===== src/rtl/core/ppbh_pkg.sv =====
// Shared types, sizes and microcode for the point plot bitmap hex raster block.
// Depends on nothing; every other file of the block refers to it by scoped names.

package ppbh_pkg;

    // Largest image the bitmap store can hold.
    localparam int MAX_WIDTH  = 2048;
    localparam int MAX_HEIGHT = 2048;

    // Bytes per bitmap row and the resulting store geometry.
    localparam int STRIDE = (MAX_WIDTH + 7) / 8;
    localparam int DEPTH  = MAX_HEIGHT * STRIDE;
    localparam int ADDR_W = (DEPTH > 1) ? $clog2(DEPTH) : 1;
    localparam int ROW_W  = (MAX_HEIGHT > 1) ? $clog2(MAX_HEIGHT) : 1;
    localparam int BC_W   = (STRIDE > 1) ? $clog2(STRIDE) : 1;

    // Width of a saturated image size; holds both a 12-bit register and a size of 4096.
    localparam int SZ_W = 13;

    // Configuration register indexes.
    localparam logic [2:0] CFG_X_ORIGIN  = 3'd0;
    localparam logic [2:0] CFG_Y_ORIGIN  = 3'd1;
    localparam logic [2:0] CFG_X_GAIN    = 3'd2;
    localparam logic [2:0] CFG_Y_GAIN    = 3'd3;
    localparam logic [2:0] CFG_WIDTH_PX  = 3'd4;
    localparam logic [2:0] CFG_HEIGHT_PX = 3'd5;
    localparam logic [2:0] CFG_DOT_SIZE  = 3'd6;

    // Dot pattern codes.
    localparam logic [1:0] DOT_SINGLE = 2'd0;
    localparam logic [1:0] DOT_VPAIR  = 2'd1;
    localparam logic [1:0] DOT_2X2    = 2'd2;
    localparam logic [1:0] DOT_3X3    = 2'd3;

    // Configuration register file contents.
    typedef struct packed {
        logic signed [31:0] x_origin;
        logic signed [31:0] y_origin;
        logic [31:0]        x_gain;
        logic [31:0]        y_gain;
        logic [11:0]        width_px;
        logic [11:0]        height_px;
        logic [1:0]         dot_size;
    } cfg_t;

    // Datapath operations selected by a control word.
    typedef enum logic [3:0] {
        OP_NOP,
        OP_CLEAR,
        OP_IDLE,
        OP_DIFF_X,
        OP_MUL_X,
        OP_SIGN_X,
        OP_DIFF_Y,
        OP_MUL_Y,
        OP_SIGN_Y,
        OP_PIX_RD,
        OP_PIX_WR,
        OP_RD_FIX,
        OP_RD_MEM,
        OP_RD_OUT
    } op_t;

    // Pixel offset relative to the scaled point.
    typedef enum logic [1:0] {
        OFF_Z,
        OFF_M1,
        OFF_P1
    } off_t;

    // Sequencer jump conditions.
    typedef enum logic [2:0] {
        J_NEXT,
        J_CLR,
        J_START,
        J_DOT,
        J_END
    } jmp_t;

    // One microcode control word.
    typedef struct packed {
        op_t  op;
        off_t off_x;
        off_t off_y;
        jmp_t jmp;
    } ctrl_t;

    // Program counter and the entry points of the microprogram.
    localparam int PC_W = 6;
    localparam logic [PC_W-1:0] PC_CLEAR = 6'd0;
    localparam logic [PC_W-1:0] PC_IDLE  = 6'd1;
    localparam logic [PC_W-1:0] PC_DOT0  = 6'd8;
    localparam logic [PC_W-1:0] PC_DOT1  = 6'd10;
    localparam logic [PC_W-1:0] PC_DOT2  = 6'd14;
    localparam logic [PC_W-1:0] PC_DOT3  = 6'd22;
    localparam logic [PC_W-1:0] PC_READ  = 6'd40;

    // Builds one control word.
    function automatic ctrl_t cw(input op_t op, input off_t ox, input off_t oy,
                                 input jmp_t j);
        ctrl_t c;
        c.op    = op;
        c.off_x = ox;
        c.off_y = oy;
        c.jmp   = j;
        return c;
    endfunction

    // The microprogram. Each pixel takes a read step and a write step.
    function automatic ctrl_t ucode(input logic [PC_W-1:0] pc);
        ctrl_t c;
        unique case (pc)
            // Clearing pass after reset, then wait for a transaction.
            6'd0:  c = cw(OP_CLEAR,  OFF_Z,  OFF_Z,  J_CLR);
            6'd1:  c = cw(OP_IDLE,   OFF_Z,  OFF_Z,  J_START);
            // Scale the point on both axes with the shared multiplier.
            6'd2:  c = cw(OP_DIFF_X, OFF_Z,  OFF_Z,  J_NEXT);
            6'd3:  c = cw(OP_MUL_X,  OFF_Z,  OFF_Z,  J_NEXT);
            6'd4:  c = cw(OP_SIGN_X, OFF_Z,  OFF_Z,  J_NEXT);
            6'd5:  c = cw(OP_DIFF_Y, OFF_Z,  OFF_Z,  J_NEXT);
            6'd6:  c = cw(OP_MUL_Y,  OFF_Z,  OFF_Z,  J_NEXT);
            6'd7:  c = cw(OP_SIGN_Y, OFF_Z,  OFF_Z,  J_DOT);
            // Single dot.
            6'd8:  c = cw(OP_PIX_RD, OFF_Z,  OFF_Z,  J_NEXT);
            6'd9:  c = cw(OP_PIX_WR, OFF_Z,  OFF_Z,  J_END);
            // Two vertical dots.
            6'd10: c = cw(OP_PIX_RD, OFF_Z,  OFF_Z,  J_NEXT);
            6'd11: c = cw(OP_PIX_WR, OFF_Z,  OFF_Z,  J_NEXT);
            6'd12: c = cw(OP_PIX_RD, OFF_Z,  OFF_M1, J_NEXT);
            6'd13: c = cw(OP_PIX_WR, OFF_Z,  OFF_Z,  J_END);
            // Two by two.
            6'd14: c = cw(OP_PIX_RD, OFF_Z,  OFF_Z,  J_NEXT);
            6'd15: c = cw(OP_PIX_WR, OFF_Z,  OFF_Z,  J_NEXT);
            6'd16: c = cw(OP_PIX_RD, OFF_P1, OFF_Z,  J_NEXT);
            6'd17: c = cw(OP_PIX_WR, OFF_Z,  OFF_Z,  J_NEXT);
            6'd18: c = cw(OP_PIX_RD, OFF_Z,  OFF_P1, J_NEXT);
            6'd19: c = cw(OP_PIX_WR, OFF_Z,  OFF_Z,  J_NEXT);
            6'd20: c = cw(OP_PIX_RD, OFF_P1, OFF_P1, J_NEXT);
            6'd21: c = cw(OP_PIX_WR, OFF_Z,  OFF_Z,  J_END);
            // Three by three.
            6'd22: c = cw(OP_PIX_RD, OFF_M1, OFF_M1, J_NEXT);
            6'd23: c = cw(OP_PIX_WR, OFF_Z,  OFF_Z,  J_NEXT);
            6'd24: c = cw(OP_PIX_RD, OFF_Z,  OFF_M1, J_NEXT);
            6'd25: c = cw(OP_PIX_WR, OFF_Z,  OFF_Z,  J_NEXT);
            6'd26: c = cw(OP_PIX_RD, OFF_P1, OFF_M1, J_NEXT);
            6'd27: c = cw(OP_PIX_WR, OFF_Z,  OFF_Z,  J_NEXT);
            6'd28: c = cw(OP_PIX_RD, OFF_M1, OFF_Z,  J_NEXT);
            6'd29: c = cw(OP_PIX_WR, OFF_Z,  OFF_Z,  J_NEXT);
            6'd30: c = cw(OP_PIX_RD, OFF_Z,  OFF_Z,  J_NEXT);
            6'd31: c = cw(OP_PIX_WR, OFF_Z,  OFF_Z,  J_NEXT);
            6'd32: c = cw(OP_PIX_RD, OFF_P1, OFF_Z,  J_NEXT);
            6'd33: c = cw(OP_PIX_WR, OFF_Z,  OFF_Z,  J_NEXT);
            6'd34: c = cw(OP_PIX_RD, OFF_M1, OFF_P1, J_NEXT);
            6'd35: c = cw(OP_PIX_WR, OFF_Z,  OFF_Z,  J_NEXT);
            6'd36: c = cw(OP_PIX_RD, OFF_Z,  OFF_P1, J_NEXT);
            6'd37: c = cw(OP_PIX_WR, OFF_Z,  OFF_Z,  J_NEXT);
            6'd38: c = cw(OP_PIX_RD, OFF_P1, OFF_P1, J_NEXT);
            6'd39: c = cw(OP_PIX_WR, OFF_Z,  OFF_Z,  J_END);
            // Raster byte read.
            6'd40: c = cw(OP_RD_FIX, OFF_Z,  OFF_Z,  J_NEXT);
            6'd41: c = cw(OP_RD_MEM, OFF_Z,  OFF_Z,  J_NEXT);
            6'd42: c = cw(OP_RD_OUT, OFF_Z,  OFF_Z,  J_END);
            default: c = cw(OP_NOP,  OFF_Z,  OFF_Z,  J_END);
        endcase
        return c;
    endfunction

endpackage


===== src/rtl/core/ppbh_sequencer.sv =====
// Microcode sequencer: program counter, control store lookup and jump logic.
// Depends on ppbh_pkg for the control word type and the microprogram.

module ppbh_sequencer (
    input  logic              clk,
    input  logic              rst_n,
    input  logic              start,
    input  logic              action,
    input  logic [1:0]        dot_size,
    input  logic              clr_done,
    output ppbh_pkg::ctrl_t   ctrl,
    output logic              busy
);

    logic [ppbh_pkg::PC_W-1:0] pc_reg;
    logic [ppbh_pkg::PC_W-1:0] pc_next;

    // Control word of the current step comes straight from the control store.
    assign ctrl = ppbh_pkg::ucode(pc_reg);
    assign busy = (pc_reg != ppbh_pkg::PC_IDLE);

    // Next step from the jump condition of the current control word.
    always_comb
    begin
        unique case (ctrl.jmp)
            ppbh_pkg::J_NEXT:  pc_next = pc_reg + 1'b1;
            ppbh_pkg::J_CLR:   pc_next = clr_done ? pc_reg + 1'b1 : pc_reg;
            ppbh_pkg::J_START:
            begin
                if (!start)
                    pc_next = pc_reg;
                else if (action)
                    pc_next = ppbh_pkg::PC_READ;
                else
                    pc_next = pc_reg + 1'b1;
            end
            ppbh_pkg::J_DOT:
            begin
                unique case (dot_size)
                    ppbh_pkg::DOT_SINGLE: pc_next = ppbh_pkg::PC_DOT0;
                    ppbh_pkg::DOT_VPAIR:  pc_next = ppbh_pkg::PC_DOT1;
                    ppbh_pkg::DOT_2X2:    pc_next = ppbh_pkg::PC_DOT2;
                    default:              pc_next = ppbh_pkg::PC_DOT3;
                endcase
            end
            default:           pc_next = ppbh_pkg::PC_IDLE;
        endcase
    end

    // Step counter; reset starts the clearing pass.
    always_ff @(posedge clk or negedge rst_n)
    begin
        if (!rst_n)
            pc_reg <= ppbh_pkg::PC_CLEAR;
        else
            pc_reg <= pc_next;
    end

endmodule


===== config.mk =====
export PLATFORM = sky130hd
export DESIGN_NAME = ppbh_sequencer
export DESIGN_NICKNAME = d
export VERILOG_FILES = /design/src/rtl/core/ppbh_pkg.sv /design/src/rtl/core/ppbh_sequencer.sv
export SDC_FILE = /design/constraint.sdc
export NUM_CORES = 1
export LEC_CHECK = 0
export ABC_AREA = 0
export ABC_CLOCK_PERIOD_IN_PS = 1890
export BUFFER_PORTS_ARGS = -buffer_cell sky130_fd_sc_hd__buf_4
export CAP_MARGIN = 5
export CORE_MARGIN = 2
export CORE_UTILIZATION = 47
export DETAILED_ROUTE_END_ITERATION = 7
export PLACE_DENSITY = 0.86
export SETUP_SLACK_MARGIN = 0.05
export SLEW_MARGIN = 40
export SYNTH_ARGS = -nofsm -noshare
export SYNTH_HDL_FRONTEND = slang
export SYNTH_SLANG_ARGS = --single-unit

===== constraint.sdc =====
create_clock -name clk -period 1.89 [get_ports clk]
set_input_delay 0.0945 -clock clk [delete_from_list [all_inputs] [get_ports clk]]
set_output_delay 0.0945 -clock clk [all_outputs]
set_load 0.02 [all_outputs]

# [Word level (Yosys, flattened, before mapping)]
# Memory sizes are Yosys's and may differ from the RTL's.
# Index checks and enable logic that the tools add are counted.
[op_classes] n_reduce_logical=3 addsub=1 eq_ne=8 mux=5
[ops] operator="one-hot mux 6 bit (4 select lines)" count=1
[ops] operator="two-way mux 6 bit" count=3
[ops] operator="one-hot mux 5 bit (3 select lines)" count=1
[ops] operator="adder 6 x 1 -> 6 bit, second input constant" count=1
[ops] operator="== test 3 x 2 -> 1 bit, second input constant" count=2
[ops] operator="inequality test 6 x 1 -> 1 bit, second input constant" count=1
[ops] operator="inequality test 2 bit, second input constant" count=2
[ops] operator="== test 3 x 1 -> 1 bit, second input constant" count=1
[ops] operator="logical NOT 3 bit" count=1
[ops] operator="== test 2 x 1 -> 1 bit, second input constant" count=1
[ops] operator="== test 2 bit, second input constant" count=1
[ops] operator="logical NOT 2 bit" count=1
[ops] operator="AND reduction 2 bit" count=1
[totals] n_memories=1 register_bits=6 romBits=704
[memory_table] name="(no name shown)" depth=64 word_bits=11 read_ports=1 rd_ports_with_merged_regs=0 wr=0 line_no="ppbh_pkg.sv:112" text="unique case (pc)"

# [Longest topological paths before layout]
# Gate-level depths: netlist of run 1.
[depth] ltp_word=4 depth_mapped=7

# [Worst setup path before layout of run 1]
# Ideal clock, no wire load.
[synth_path] path_type="register to output" startpoint="register pc_reg[0] in the netlist's numbering" endpoint="output ctrl[4] in the netlist's numbering" path_stages_with_launch=6 path_buffers=1 t_arrival_ps=2126 setup_slack_ps=-331 t_required_ps=1796 cell_sequence="dfrtp_1 -> inv_1 -> ha_1 -> buf_2 -> a21oi_1 -> a2111oi_0"
[synth_lines] element="start: declaration" line_no="ppbh_sequencer.sv:15" text="logic [ppbh_pkg::PC_W-1:0] pc_reg;"
[synth_lines] element="start signal: assignment" line_no="ppbh_sequencer.sv:54" text="pc_reg <= ppbh_pkg::PC_CLEAR;"
[synth_lines] element="start signal: assignment" line_no="ppbh_sequencer.sv:56" text="pc_reg <= pc_next;"
[synth_lines] element="end: declaration" line_no="ppbh_sequencer.sv:11" text="output ppbh_pkg::ctrl_t ctrl,"

==> results.md, run 1 <==
GRT:
- The first-pass GRT wire length is ~3400 microns.
- The via count of the first global-routing pass is about 750.
- The overall global routing resource usage is 0.2315.
- Entering global routing, the biggest net connects 16 pins.
- The total overflow left after global routing is 0.
- The initial antenna violation count was 0.

Synth:
- The number of standard cells after synthesis is about 110.
- Yosys printed 0 warnings.
- The number of register bits inferred by synthesis is 6.
- The average instance in the mapped netlist occupies between 7 and 8 sq um.
- The number of nets in the synthesized netlist is 119.
- Of the synthesized area, sequential elements account for 0.1840.
- The netlist uses 41 different library cells.
- The cell area that synthesis handed to floorplanning was approximately 800 sq um.

Die:
- The region available for standard cell placement spans between 1500 and 2000 sq um.
- The number of placement rows is 15.
- The die span in y is ~46 microns.
- The area enclosed by the die boundary is between 2000 and 2500 sq um.
- For this configuration, the core starts out at a cell density of 0.4884.
- The number of top-level pins is 19.
- From left edge to right edge, the die measures between 40 and 50 microns.

Timing:
- The worst slack on hold paths is ~120 ps.
- Headroom to the max-slew limit came out at 0.7298.
- Setup repair after global routing could not meet its margin everywhere.
- Clock skew on the completed layout was measured at just over 9 ps.
- Summed over all failing endpoints, the final setup total negative slack is 0 ps.
- The time the worst path needs with I/O delays and setup is 1840 ps.
- The setup violation total in the final timing report is 0.
- The maximum frequency from static timing analysis is roughly 540 MHz.
- At the pin with the least slew margin, the transition time is between 400 and 500 ps.
- The ratio of final minimum period to clock period is 0.9734.
- The number of endpoints with negative hold slack in the final report is 0.
- The number of max-slew violations in the final report came to 0.
- The worst path setup slack after routing is approximately 50 ps.

Final layout:
- Registers take ~160 sq um.
- Counting the fill cells in the layout gives 115.
- The top cell types in the final layout, fill and taps aside, are buf_4, nor2_1, a21oi_1, nand2_1, nor3b_1.
- After routing the design area is around 1300 sq um.
- The multi-input combinational cells in the finished layout cover a total of approximately 700 sq um.
- Relative to the synthesized area, the layout overhead comes to 53.83%.
- The finished layout holds between 150 and 200 standard cells, fillers aside.
- The number of antenna repair diodes is 0.
- The total number of nets in the final design is ~160.
- Leaving out fill and tap cells, the most frequent cell in the layout is buf_4.
- The layout cell share with drive strength beyond 1 is 0.4825.
- The number of flip-flops under the largest register name is 6.

Pwr:
- The power density of the placed cells is 2065 nW/um^2.
- Of the total power, the share spent switching nets is 0.5016.
- For this design the total switching power over the nets is approximately 1300 uW.
- The share of power burned in the clock network is 0.046.
- The sequential share of power is 0.114.
- In this run the static leakage power is 0.0005567 uW.
- The maximum vdd ir drop is approximately 0.0012 V.
- The portion of total power attributed to combinational logic is 0.840.
- The internal power of the cells totals 1291 uW.

Clock network:
- The CTS tree is yes.
- The number of CTS-inserted buffers is 3.
- The maximum buffer depth of the clock tree is 2.
- In this run the number of H-tree levels came out at 1.
- The number of sinks driven by the clock tree is 6.
- The clock network latency to the later pin of the worst-skew pair is ~250 ps.
- Clock-pin slew was measured on the worst setup and hold paths at approximately 50 ps.
- The root buffer selected by CTS is clkbuf_4.

Worst setup path:
- The critical path start-end classification is reg2out.
- The kind of end point of the critical path is a primary output.
- The worst register-to-register path begins at pc_reg[0].
- The largest driver fanout on the critical path is 15.
- The critical path arrival is 1750 ps.
- The worst setup slack for register-to-register paths is 110 ps.
- The worst setup path is launched from a register.
- At the worst endpoint, the required time is between 1500 and 2000 ps.
- The endpoint identified for the worst register-to-register timing path is pc_reg[4].
- The length in cells of the worst reg-to-reg path is 7.

Routing:
- The DRC violation count after routing is 0.
- The final antenna-violating net count is 0.
- After detailed routing, the average wire length per cell comes to 16.86 microns.
- The violation count after the first detailed-route iteration is 32.
- The number of iterations in the first detailed-routing pass is 4.
- The detailed router placed 988 vias in this run.
- The overall routed net length is between 2000 and 3000 microns.
- Dividing the detail-routed via count by the number of cells gives roughly 6.2.

Hold path:
- The hold path endpoint is pc_reg[2].
- In this run the worst hold path is classified as in2reg.
- The startpoint of the worst hold path is dot_size[1].
- The cell depth of the worst hold path is 3.

Status:
- The flow ran to the end, and the final reports show no timing, DRC or antenna violations.

Job:
- The reported max-cap violation count is 0.

Placed design:
- The count of buffers from port buffering is 18.
- Summing all placed instances gives a cell area of between 1000 and 1500 sq um.
- Detailed placement ended at an HPWL of around 1700 microns.
- The final estimated routing congestion in global placement is just over 0.8.
- The cell count after placement is 144.
- Timing analysis after detailed placement gives a worst setup slack of between 90 and 100 ps.
power groups by stage:
stage                     logic, uW  registers (uW)  clock network (uW)
after floorplan                1160             255                   0
after global placement         1630             292                   0
after detailed placement       1670             298                   0
after CTS                      1760             307                 123
after global routing           2320             297                 132
final                          2180             295                 120
routing by layer:
layer / global-route usage / part of all wire / up-vias
met1: 0.2627 / 0.40 / 468
met3: 0.02381 / 0.062 / 10
met5: 0 / 0 / -
met2: 0.4085 / 0.50 / 41
met4: 0.1412 / 0.035 / 0
li1: - / - / 469
how the worst max path moves through the flow:
stage	startpoint	end	depth (start not counted)
CTS	pc_reg[4]	ctrl[4]	4
detailed placement	pc_reg[0]	pc_reg[5]	6
global route	pc_reg[2]	ctrl[6]	6
global placement	pc_reg[0]	pc_reg[3]	6
finish	pc_reg[2]	ctrl[6]	6
floorplan	pc_reg[0]	ctrl[7]	7
logic make-up after synthesis:
family          Yosys count  share of synthesized area
flops                     6                     0.1840
mux                       4                    0.05061
xor+xnor                  3                    0.03221
compound gates           32                     0.2715
buf+inv                  14                    0.08283
fa+ha+maj                 6                    0.09202
simple gates             41                     0.2868
what timing repair did:
item | in CTS | in global routing
endpoints found under the hold margin | 6 | 0
setup buffers | 0 | 12
gates resized for setup | 10 | 19
pin swaps | 1 | 5
hold buffers | 1 | 0
setup endpoints to repair | 6 | 9
worst max-delay path, cell delays in order (launching register included):
cell	delay, ps
dfrtp_2	460
buf_4	210
nor3b_1	270
o21ai_0	140
a21oi_1	150
a41o_1	120
buf_4	140
per-stage QoR:
step	utilization	total power [uW]
after floorplan	-	1418
after global placement	0.6105	1919
after detailed placement	0.6105	1963
after CTS	0.6524	2191
after global routing	0.7513	2747
final	0.7513	2591
synthesized netlist by cell type:
| cell | number | share of area |
|---|---|---|
| a2111oi_0 | 2 | 0.021 |
| a211o_1 | 1 | 0.011 |
| a211oi_1 | 2 | 0.018 |
| a21o_1 | 1 | 0.0092 |
| a21oi_1 | 8 | 0.049 |
| a221oi_1 | 1 | 0.011 |
| a22oi_1 | 2 | 0.018 |
| a32o_1 | 1 | 0.012 |
| a41o_1 | 1 | 0.012 |
| a41oi_1 | 2 | 0.021 |
| and3_1 | 2 | 0.015 |
| and3b_1 | 1 | 0.011 |
| buf_2 | 6 | 0.037 |
| buf_6 | 1 | 0.014 |
| clkbuf_1 | 2 | 0.0092 |
| dfrtp_1 | 6 | 0.18 |
| ha_1 | 6 | 0.092 |
| inv_1 | 5 | 0.023 |
| mux2_2 | 1 | 0.014 |
| mux2i_1 | 3 | 0.037 |
| nand2_1 | 7 | 0.032 |
| nand2b_1 | 3 | 0.023 |
| nand3_1 | 3 | 0.018 |
| nand4b_1 | 2 | 0.021 |
| nor2_1 | 10 | 0.046 |
| nor2b_1 | 2 | 0.015 |
| nor3_1 | 1 | 0.0061 |
| nor3_2 | 1 | 0.012 |
| nor3b_1 | 5 | 0.046 |
| nor4_1 | 1 | 0.0077 |
| nor4b_1 | 1 | 0.011 |
| o21ai_0 | 4 | 0.025 |
| o21ai_1 | 2 | 0.012 |
| o21bai_2 | 1 | 0.014 |
| o22ai_1 | 2 | 0.015 |
| o31ai_1 | 1 | 0.0092 |
| o32a_1 | 1 | 0.012 |
| or2_2 | 1 | 0.0077 |
| or3_4 | 1 | 0.014 |
| xnor2_1 | 1 | 0.011 |
| xor2_1 | 2 | 0.021 |
final cells by class:
| type | instances | share of cell area |
|---|---|---|
| Multi-Input combinational cell | 86 | 0.5553 |
| Timing Repair Buffer | 43 | 0.2712 |
| Sequential cell | 6 | 0.1236 |
| Clock buffer | 3 | 0.01795 |
| Tap cell | 17 | 0.01695 |
| Inverter | 5 | 0.01496 |
(Power assumes the default switching activity.)
==> run 2, diff against run 1 <==
==> config.mk (replaced) <==
export PLATFORM = sky130hd
export DESIGN_NAME = ppbh_sequencer
export DESIGN_NICKNAME = d
export VERILOG_FILES = /design/src/rtl/core/ppbh_pkg.sv /design/src/rtl/core/ppbh_sequencer.sv
export SDC_FILE = /design/constraint.sdc
export NUM_CORES = 1
export LEC_CHECK = 0
export ABC_AREA = 1
export ABC_CLOCK_PERIOD_IN_PS = 1800
export BUFFER_PORTS_ARGS = -buffer_cell sky130_fd_sc_hd__buf_4
export CAP_MARGIN = 5
export CORE_MARGIN = 2
export CORE_UTILIZATION = 54
export DETAILED_ROUTE_END_ITERATION = 7
export PLACE_DENSITY = 0.91
export SETUP_SLACK_MARGIN = 0.05
export SLEW_MARGIN = 20
export SYNTH_ARGS = -nofsm -noshare
export SYNTH_HDL_FRONTEND = slang
export SYNTH_SLANG_ARGS = --single-unit
==> constraint.sdc (replaced) <==
create_clock -name clk -period 1.8 [get_ports clk]
set_input_delay 0.09 -clock clk [delete_from_list [all_inputs] [get_ports clk]]
set_output_delay 0.09 -clock clk [all_outputs]
set_load 0.02 [all_outputs]
==> results.md, run 2 <==
Timing:
- The time the worst path needs with I/O delays and setup is 1727 ps.
- The ratio of final minimum period to clock period is 0.9592.
- The worst slack on hold paths is 175.3 ps (was 117.3 ps).
- The worst-case clock skew came to 3.184 ps (was 9.147 ps).
- The number of max-slew violations in the final report came to 0 (unchanged).
- The number of endpoints with negative hold slack in the final report is 0 (unchanged).
- Setup repair after global routing missed its margin: yes (unchanged).
- The worst-case headroom to the max-slew limit is 0.7747 (was 0.7298).
- The transition time of the tightest slew-check pin is 337.9 ps (was 401.6 ps).
- The accumulated negative setup slack is 0 ps (unchanged).
- The setup violation total in the final timing report is 0 (unchanged).
- Timing would allow up to approximately 580 MHz.

GRT:
- The pin count of the biggest net entering global routing is 12 (was 16).
- The overall global routing resource usage came to 0.3162 (was 0.2315).
- The overflow left after global routing was 0 (unchanged).
- The initial antenna violation count is 0 (unchanged).
- The first-pass GRT wire length came to 4588 microns (was 3353 microns).
- The via count of the first global-routing pass is 1091 (was 747).

Worst setup path:
- The startpoint of the worst register-to-register path is pc_reg[1] (was pc_reg[0]).
- The number of buffer and inverter stages on the critical path is 2 (unchanged).
- The required time of the worst setup path is 1950 ps (was 1800 ps).
- The length in cells of the worst reg-to-reg path is 12 (was 7).
- The kind of end point of the critical path is a register (was primary output).
- The critical path arrival came to 1880 ps (was 1750 ps).
- The end of the worst register-to-register path was pc_reg[2] (was pc_reg[4]).
- The critical path start-end classification is reg2reg (was reg2out).
- The worst setup slack for register-to-register paths came to 70 ps (was 110 ps).
- The largest driver fanout on the critical path is 4 (was 15).
- The startpoint kind of the worst setup timing path is a register (unchanged).
- The cell family with the largest share of critical-path delay is simple AND/OR/NAND/NOR gates (was flip-flops).
- CP cell instances: ha_4, ha_1, inv_1, nand2_2, nand2_2, nor2_2, nor2_4, buf_6, nand2_2, nor2_2, nor2_2, nor2_1 (was buf_4, nor3b_1, o21ai_0, a21oi_1, a41o_1, buf_4).
- The critical path's slowest cell is dfrtp_2 (unchanged).
- The peak per-stage delay on the critical path was 440 ps (was 460 ps).

Synth:
- The summed instance area of the synthesized netlist is 907.1 sq um (was 815.8 sq um).
- The top cell type's share of synthesized area was 0.1655 (was 0.1840).
- The mean post-synth cell area was 6.007 sq um (was 7.696 sq um).
- The number of nets in the synthesized netlist is 164 (was 119).
- The count of different cell masters after synthesis is 26 (was 41).
- The number of register bits inferred by synthesis is 6 (unchanged).
- Cells taking the most area after synthesis: dfrtp_1, nand2_1, nor2_1, ha_1, inv_1 (was dfrtp_1, ha_1, a21oi_1, nor2_1, nor3b_1).
- The count of flip-flops with a built-in enable after synthesis came to 0 (unchanged).
- The share of synthesized registers carrying an async set or reset was 1.000 (unchanged).
- The number of standard cells after synthesis is 151 (was 106).
- The cell type contributing the most total cell area after synthesis is dfrtp_1 (unchanged).
- The flip-flop cell with the highest count after synthesis is dfrtp_1 (unchanged).
- Most common library cells after synthesis: nand2_1, nor2_1, inv_1 (was nor2_1, a21oi_1, nand2_1).
- The most repeated cell in the gate-level netlist after synthesis is nand2_1 (was nor2_1).
- The warning count from the yosys run is 0 (unchanged).
- The proportion of synthesized chip area in sequential cells came to 0.1655 (was 0.1840).

Placed design:
- The cell count after placement is 184 (was 144).
- The detailed-placement wirelength estimate came to 2034 microns (was 1682 microns).
- The final estimated routing congestion in global placement came to 0.9641 (was 0.8100).
- The count of buffers from port buffering is 18 (unchanged).

Die:
- The core area is 1541 sq um (was 1670 sq um).
- The number of top-level pins was 19 (unchanged).
- The number of placement rows was 14 (was 15).
- The area enclosed by the die boundary is 2024 sq um (was 2085 sq um).
- The starting density of the core is 0.5885 (was 0.4884).
- The width of the die is 44.99 microns (was 45.66 microns).
- The die span in y is 44.99 microns (was 45.66 microns).

Pwr:
- The leakage power of the design is 0.0006395 uW (was 0.0005567 uW).
- The total internal power was 1187 uW (was 1291 uW).
- The power density of the placed cells came to 2151 nW/um^2 (was 2065 nW/um^2).
- The sequential share of power is 0.134 (was 0.114).
- The total design power was 2702 uW (was 2591 uW).
- The switching power total was 1515 uW (was 1300 uW).
- The maximum vdd ir drop is 0.001291 V (was 0.001185 V).
- The switching fraction of total power is 0.5607 (was 0.5016).
- The share of power burned in the clock network came to 0.042 (was 0.046).
- The portion of total power attributed to combinational logic is 0.824 (was 0.840).

Final layout:
- Commonest cells after routing, fill and taps aside: nand2_1, buf_4, nor2_1, inv_1, nand2_2 (was buf_4, nor2_1, a21oi_1, nand2_1, nor3b_1).
- The total area of multi-input combinational cells is 723.2 sq um (was 696.9 sq um).
- The synthesis-to-layout area growth was 38.48% (was 53.83%).
- The area of all sequential standard cells is 157.7 sq um (was 155.1 sq um).
- The total number of nets in the final design is 198 (was 158).
- The number of antenna repair diodes came to 0 (unchanged).
- The number of flip-flops under the largest register name is 6 (unchanged).
- The most common cell after layout, fill and taps aside was nand2_1 (was buf_4).
- The final-layout fill cell count is 104 (was 115).
- The layout cell share with drive strength beyond 1 is 0.4372 (was 0.4825).
- The number of non-filler instances in the completed layout is 199 (was 160).
- The share of the core filled with cells came to 0.8149 (was 0.7513).

Clock network:
- The clock network latency to the later pin of the worst-skew pair is 230 ps (was 250 ps).
- The maximum buffer depth of the clock tree was 2 (unchanged).
- The CTS tree is yes (unchanged).
- The root buffer selected by CTS is clkbuf_4 (unchanged).
- The clock-pin slew reported for the worst setup and hold paths after clock tree synthesis is 40 ps (was 50 ps).
- The H-tree depth was 1 (unchanged).
- The number of sinks driven by the clock tree is 6 (unchanged).
- The number of CTS-inserted buffers is 3 (unchanged).

Routing:
- The DRC violation count after routing came to 0 (unchanged).
- The mean routed wirelength per cell came to 14.38 microns (was 16.86 microns).
- The number of iterations in the first detailed-routing pass is 4 (unchanged).
- The total vias in the final route was 1131 (was 988).
- The violation count after the first detailed-route iteration is 59 (was 32).
- The mean number of vias per cell is 5.683 (was 6.175).
- The overall routed net length was 2861 microns (was 2697 microns).
- The final antenna-violating net count is 0 (unchanged).

Status:
- Run status: finished clean (unchanged).

Hold path:
- The startpoint of the worst hold path is start (was dot_size[1]).
- The type of the worst min-delay path is in2reg (unchanged).
- The hold path endpoint is pc_reg[1] (was pc_reg[2]).
- The cell depth of the worst hold path is 4 (was 3).

Job:
- The reported max-cap violation count is 0 (unchanged).
==> run 2: cell count changes in the layout (fill, tap and decap cells not counted), moves of 6 or more <==
| cell | delta |
|---|---|
| inv_2 | +6 |
| nand2_2 | +10 |
| nand2_1 | +25 |
| inv_1 | +9 |
| buf_4 | -8 |
| nor2_2 | +7 |
| nand3_1 | +6 |
| nor2_1 | +15 |
==> run 2: worst reg2reg max path, cell delays in order (launching register included) <==
cell	delay, ps
dfrtp_2	440
ha_4	190
ha_1	180
inv_1	70
nand2_2	60
nand2_2	70
nor2_2	50
nor2_4	140
buf_6	120
nand2_2	60
nor2_2	130
nor2_2	40
nor2_1	110
==> run 2: worst max path at each step <==
stage / from / end / cells past startpoint / slack (ps)
global placement: pc_reg[0] / pc_reg[0] / 11 / 100
finish: pc_reg[1] / pc_reg[2] / 12 / 70
CTS: pc_reg[0] / ctrl[2] / 9 / 60
floorplan: pc_reg[0] / pc_reg[3] / 12 / 100
global route: pc_reg[0] / pc_reg[5] / 9 / -0.007
detailed placement: pc_reg[0] / pc_reg[1] / 10 / 40
==> run 2: layer usage <==
| layer | vias to the layer above | global-route usage | wire length, microns |
|---|---|---|---|
| met2 | 52 | 0.5543 | 1474 |
| li1 | 545 | - | - |
| met3 | 10 | 0.05600 | 157 |
| met5 | - | 0 | 0 |
| met1 | 524 | 0.3700 | 1146 |
| met4 | 0 | 0.1471 | 83 |
==> run 2: what timing repair did <==
item                                    4_1_cts  5_1_grt
endpoints found under the setup margin       11       15
pin swaps                                     1        6
buffers inserted                              7        4
gates resized for setup                       4       26
hold buffers                                  1        0
hold endpoints to repair                      6        0
==> run 2: cells by family after synthesis <==
logic type,count (synthesis),synth area share
xor gates and xnor gates,3,0.02897
DFF,6,0.1655
and+or+nand+nor,87,0.4248
AOI/OAI and AO/OA,25,0.1848
adders and majority gates,6,0.08276
buffers and inverters,24,0.1131
==> run 2: layout make-up <==
| cell class | count | area share |
|---|---|---|
| repair buffers | 33 | 0.2052 |
| clock buffers | 3 | 0.01793 |
| multi-input cells | 121 | 0.5757 |
| well taps | 16 | 0.01594 |
| inverters | 20 | 0.05976 |
| flip-flops and latches | 6 | 0.1255 |
==> run 2: stage by stage <==
step	worst slack, ps	cell area (sq um)
floorplan	100.3	919.6
global placement	96.67	1070
detailed placement	36.34	1070
CTS	57.64	1161
global route	-0.006883	1256
finish	73.38	1256
==> run 2: power groups by stage <==
| stage | Clock [uW] | Combinational (uW) | Sequential (uW) |
|---|---|---|---|
| after global routing | 125 | 2430 | 373 |
| final | 115 | 2230 | 361 |
| after detailed placement | 0 | 1840 | 351 |
| after CTS | 124 | 1970 | 336 |
| after floorplan | 0 | 1370 | 265 |
| after global placement | 0 | 1770 | 342 |
==> run 3, diff against run 2 <==
--- a/config.mk
+++ b/config.mk
@@ -9,10 +9,13 @@
 export ABC_CLOCK_PERIOD_IN_PS = 1800
 export BUFFER_PORTS_ARGS = -buffer_cell sky130_fd_sc_hd__buf_4
 export CAP_MARGIN = 5
+export CELL_PAD_IN_SITES_DETAIL_PLACEMENT = 1
+export CELL_PAD_IN_SITES_GLOBAL_PLACEMENT = 1
 export CORE_MARGIN = 2
-export CORE_UTILIZATION = 54
+export CORE_UTILIZATION = 36
 export DETAILED_ROUTE_END_ITERATION = 7
-export PLACE_DENSITY = 0.91
+export HOLD_SLACK_MARGIN = 0.03
+export PLACE_DENSITY = 0.9
 export SETUP_SLACK_MARGIN = 0.05
 export SLEW_MARGIN = 20
 export SYNTH_ARGS = -nofsm -noshare
==> results.md, run 3 (synthesized netlist as in run 2, its figures left out) <==
Worst setup path:
- The length in cells of the worst reg-to-reg path is 12 (unchanged).
- The capturing element of the worst setup path was ctrl[2] (was pc_reg[2]).
- The kind of end point of the critical path is a primary output (was register).
- The startpoint of the worst register-to-register path was pc_reg[1] (unchanged).
- The startpoint kind of the worst setup timing path is a register (unchanged).
- The required time of the worst setup path came to 1710 ps (was 1950 ps).
- The largest driver fanout on the critical path is 4 (unchanged).
- The worst setup slack for register-to-register paths was 50 ps (was 70 ps).
- The end of the worst register-to-register path is pc_reg[1] (was pc_reg[2]).
- The critical path arrival was 1660 ps (was 1880 ps).
- The worst setup path startpoint is pc_reg[1] (unchanged).
- The critical path start-end classification is reg2out (was reg2reg).

GRT:
- The first-pass GRT wire length is 5264 microns (was 4588 microns).
- The routing layer with the top usage in global route was met2 (unchanged).
- The fraction of met3 tracks used by global routing was 0.005556 (was 0.05600).
- The via count of the first global-routing pass came to 1125 (was 1091).
- The initial antenna violation count is 0 (unchanged).
- The overall global routing resource usage is 0.2500 (was 0.3162).
- The pin count of the biggest net entering global routing came to 11 (was 12).
- The overflow left after global routing came to 0 (unchanged).
- The met2 usage is 0.4679 (was 0.5543).
- The met1 usage was 0.2890 (was 0.3700).

Routing:
- The number of iterations in the first detailed-routing pass is 4 (unchanged).
- The DRC violation count after routing is 0 (unchanged).
- The mean routed wirelength per cell is 16.73 microns (was 14.38 microns).
- The final antenna-violating net count is 0 (unchanged).
- The mean number of vias per cell is 5.240 (was 5.683).
- The total vias in the final route was 1137 (was 1131).
- The overall routed net length is 3631 microns (was 2861 microns).
- The violation count after the first detailed-route iteration is 18 (was 59).

Pwr:
- The leakage power of the design was 0.0006661 uW (was 0.0006395 uW).
- The share of power burned in the clock network is 0.047 (was 0.042).
- The sequential share of power is 0.112 (was 0.134).
- The power density of the placed cells came to 2221 nW/um^2 (was 2151 nW/um^2).
- The portion of total power attributed to combinational logic is 0.841 (was 0.824).
- The switching fraction of total power came to 0.5654 (was 0.5607).
- The maximum vdd ir drop is 0.001135 V (was 0.001291 V).
- The switching power total was 1670 uW (was 1515 uW).
- The total internal power is 1284 uW (was 1187 uW).

Clock network:
- The root buffer selected by CTS is clkbuf_4 (unchanged).
- The clock network latency to the later pin of the worst-skew pair is 260 ps (was 230 ps).
- The H-tree depth is 1 (unchanged).
- The maximum buffer depth of the clock tree is 2 (unchanged).
- The clock-pin slew reported for the worst setup and hold paths after clock tree synthesis is 50 ps (was 40 ps).
- The CTS tree is yes (unchanged).
- The number of sinks driven by the clock tree was 6 (unchanged).
- The number of CTS-inserted buffers is 3 (unchanged).

Final layout:
- The synthesis-to-layout area growth came to 46.62% (was 38.48%).
- The share of the core filled with cells came to 0.5468 (was 0.8149).
- The total number of nets in the final design is 202 (was 198).
- The number of flip-flops under the largest register name came to 6 (unchanged).
- The number of antenna repair diodes is 0 (unchanged).
- The final cell area excluding filler cells was 1330 sq um (was 1256 sq um).
- Commonest cells after routing, fill and taps aside: nand2_1, buf_4, nor2_1, inv_1, nand2_2 (unchanged).
- The layout cell share with drive strength beyond 1 is 0.4599 (was 0.4372).

Timing:
- The ratio of final minimum period to clock period is 0.9733 (was 0.9592).
- The time the worst path needs with I/O delays and setup was 1752 ps (was 1727 ps).
- The setup violation total in the final timing report came to 0 (unchanged).
- The worst-case headroom to the max-slew limit came to 0.7982 (was 0.7747).
- The worst-case clock skew came to 9.310 ps (was 3.184 ps).
- The transition time of the tightest slew-check pin was 301.7 ps (was 337.9 ps).
- The number of endpoints with negative hold slack in the final report came to 0 (unchanged).
- The number of max-slew violations in the final report is 0 (unchanged).
- The maximum frequency from static timing analysis is 570.8 MHz (was 579.2 MHz).
- The accumulated negative setup slack is 0 ps (unchanged).
- Setup repair after global routing missed its margin: yes (unchanged).

Job:
- The reported max-cap violation count is 0 (unchanged).

Die:
- The width of the die is 54.20 microns (was 44.99 microns).
- The core area is 2432 sq um (was 1541 sq um).
- The number of top-level pins was 19 (unchanged).
- The starting density of the core was 0.3729 (was 0.5885).
- The die span in y is 54.20 microns (was 44.99 microns).
- The number of placement rows is 18 (was 14).
- The area enclosed by the die boundary came to 2937 sq um (was 2024 sq um).

Placed design:
- The final estimated routing congestion in global placement was 0.7971 (was 0.9641).
- The count of buffers from port buffering is 18 (unchanged).
- The placed cell area is 1125 sq um (was 1070 sq um).
- The detailed-placement wirelength estimate came to 2519 microns (was 2034 microns).

Hold path:
- The cell depth of the worst hold path is 3 (was 4).
- The startpoint of the worst hold path is start (unchanged).
- The type of the worst min-delay path is in2reg (unchanged).

Status:
- Run status: finished clean (unchanged).
## run 3: layout make-up
class | count | area [sq um]
flip-flops and latches | 6 | 156.4
well taps | 30 | 37.54
multi-input cells | 121 | 743.2
fillers | 333 | 1102
clock buffers | 3 | 22.52
repair buffers | 37 | 295.3
inverters | 20 | 75.07
## run 3: repair_timing
item	4_1_cts	5_1_grt
buffers inserted	5	5
hold buffers	1	0
endpoints found under the setup margin	16	15
resized for setup	10	26
endpoints found under the hold margin	6	0
pin swaps	2	7
## run 3: power groups by stage
stage                     sequential (uW)  combinational (uW)  clock, uW
after floorplan                       265                1370          0
after CTS                             303                2180        134
after global routing                  341                2680        144
after global placement                307                1920          0
final                                 332                2480        138
after detailed placement              318                2000          0
## run 3: how the worst min path moves through the flow
stage	to	slack [ps]
4_1_cts	pc_reg[2]	160
6_report	pc_reg[3]	150
5_1_grt	pc_reg[4]	190
3_5_place_dp	pc_reg[3]	-100
2_1_floorplan	pc_reg[0]	-210
3_3_place_gp	pc_reg[5]	-100
## run 3: metrics by stage
step / total power (uW) / worst slack (ps) / instances / hold WS (ps)
after CTS: 2615 / 24.21 / 212 / 161.2
after global routing: 3164 / -26.25 / 217 / 185.9
after floorplan: 1637 / 100.3 / 151 / -205.6
after global placement: 2228 / 12.35 / 203 / -101.8
final: 2954 / 48.11 / 217 / 151.4
after detailed placement: 2315 / -133.1 / 203 / -97.72
## run 3: metal layers
metal	vias up	part of all wire	routed length [microns]
li1	550	-	-
met3	8	0.033	121
met1	544	0.42	1512
met5	-	0	0
met2	35	0.53	1930
met4	0	0.018	66
## run 3: critical path, stage by stage, from the launching register on
cell	delay (ps)
dfrtp_2	440
inv_2	120
ha_2	210
inv_2	50
nor2_1	110
nand2_1	80
nor2_2	130
nor2_4	70
inv_2	70
buf_6	120
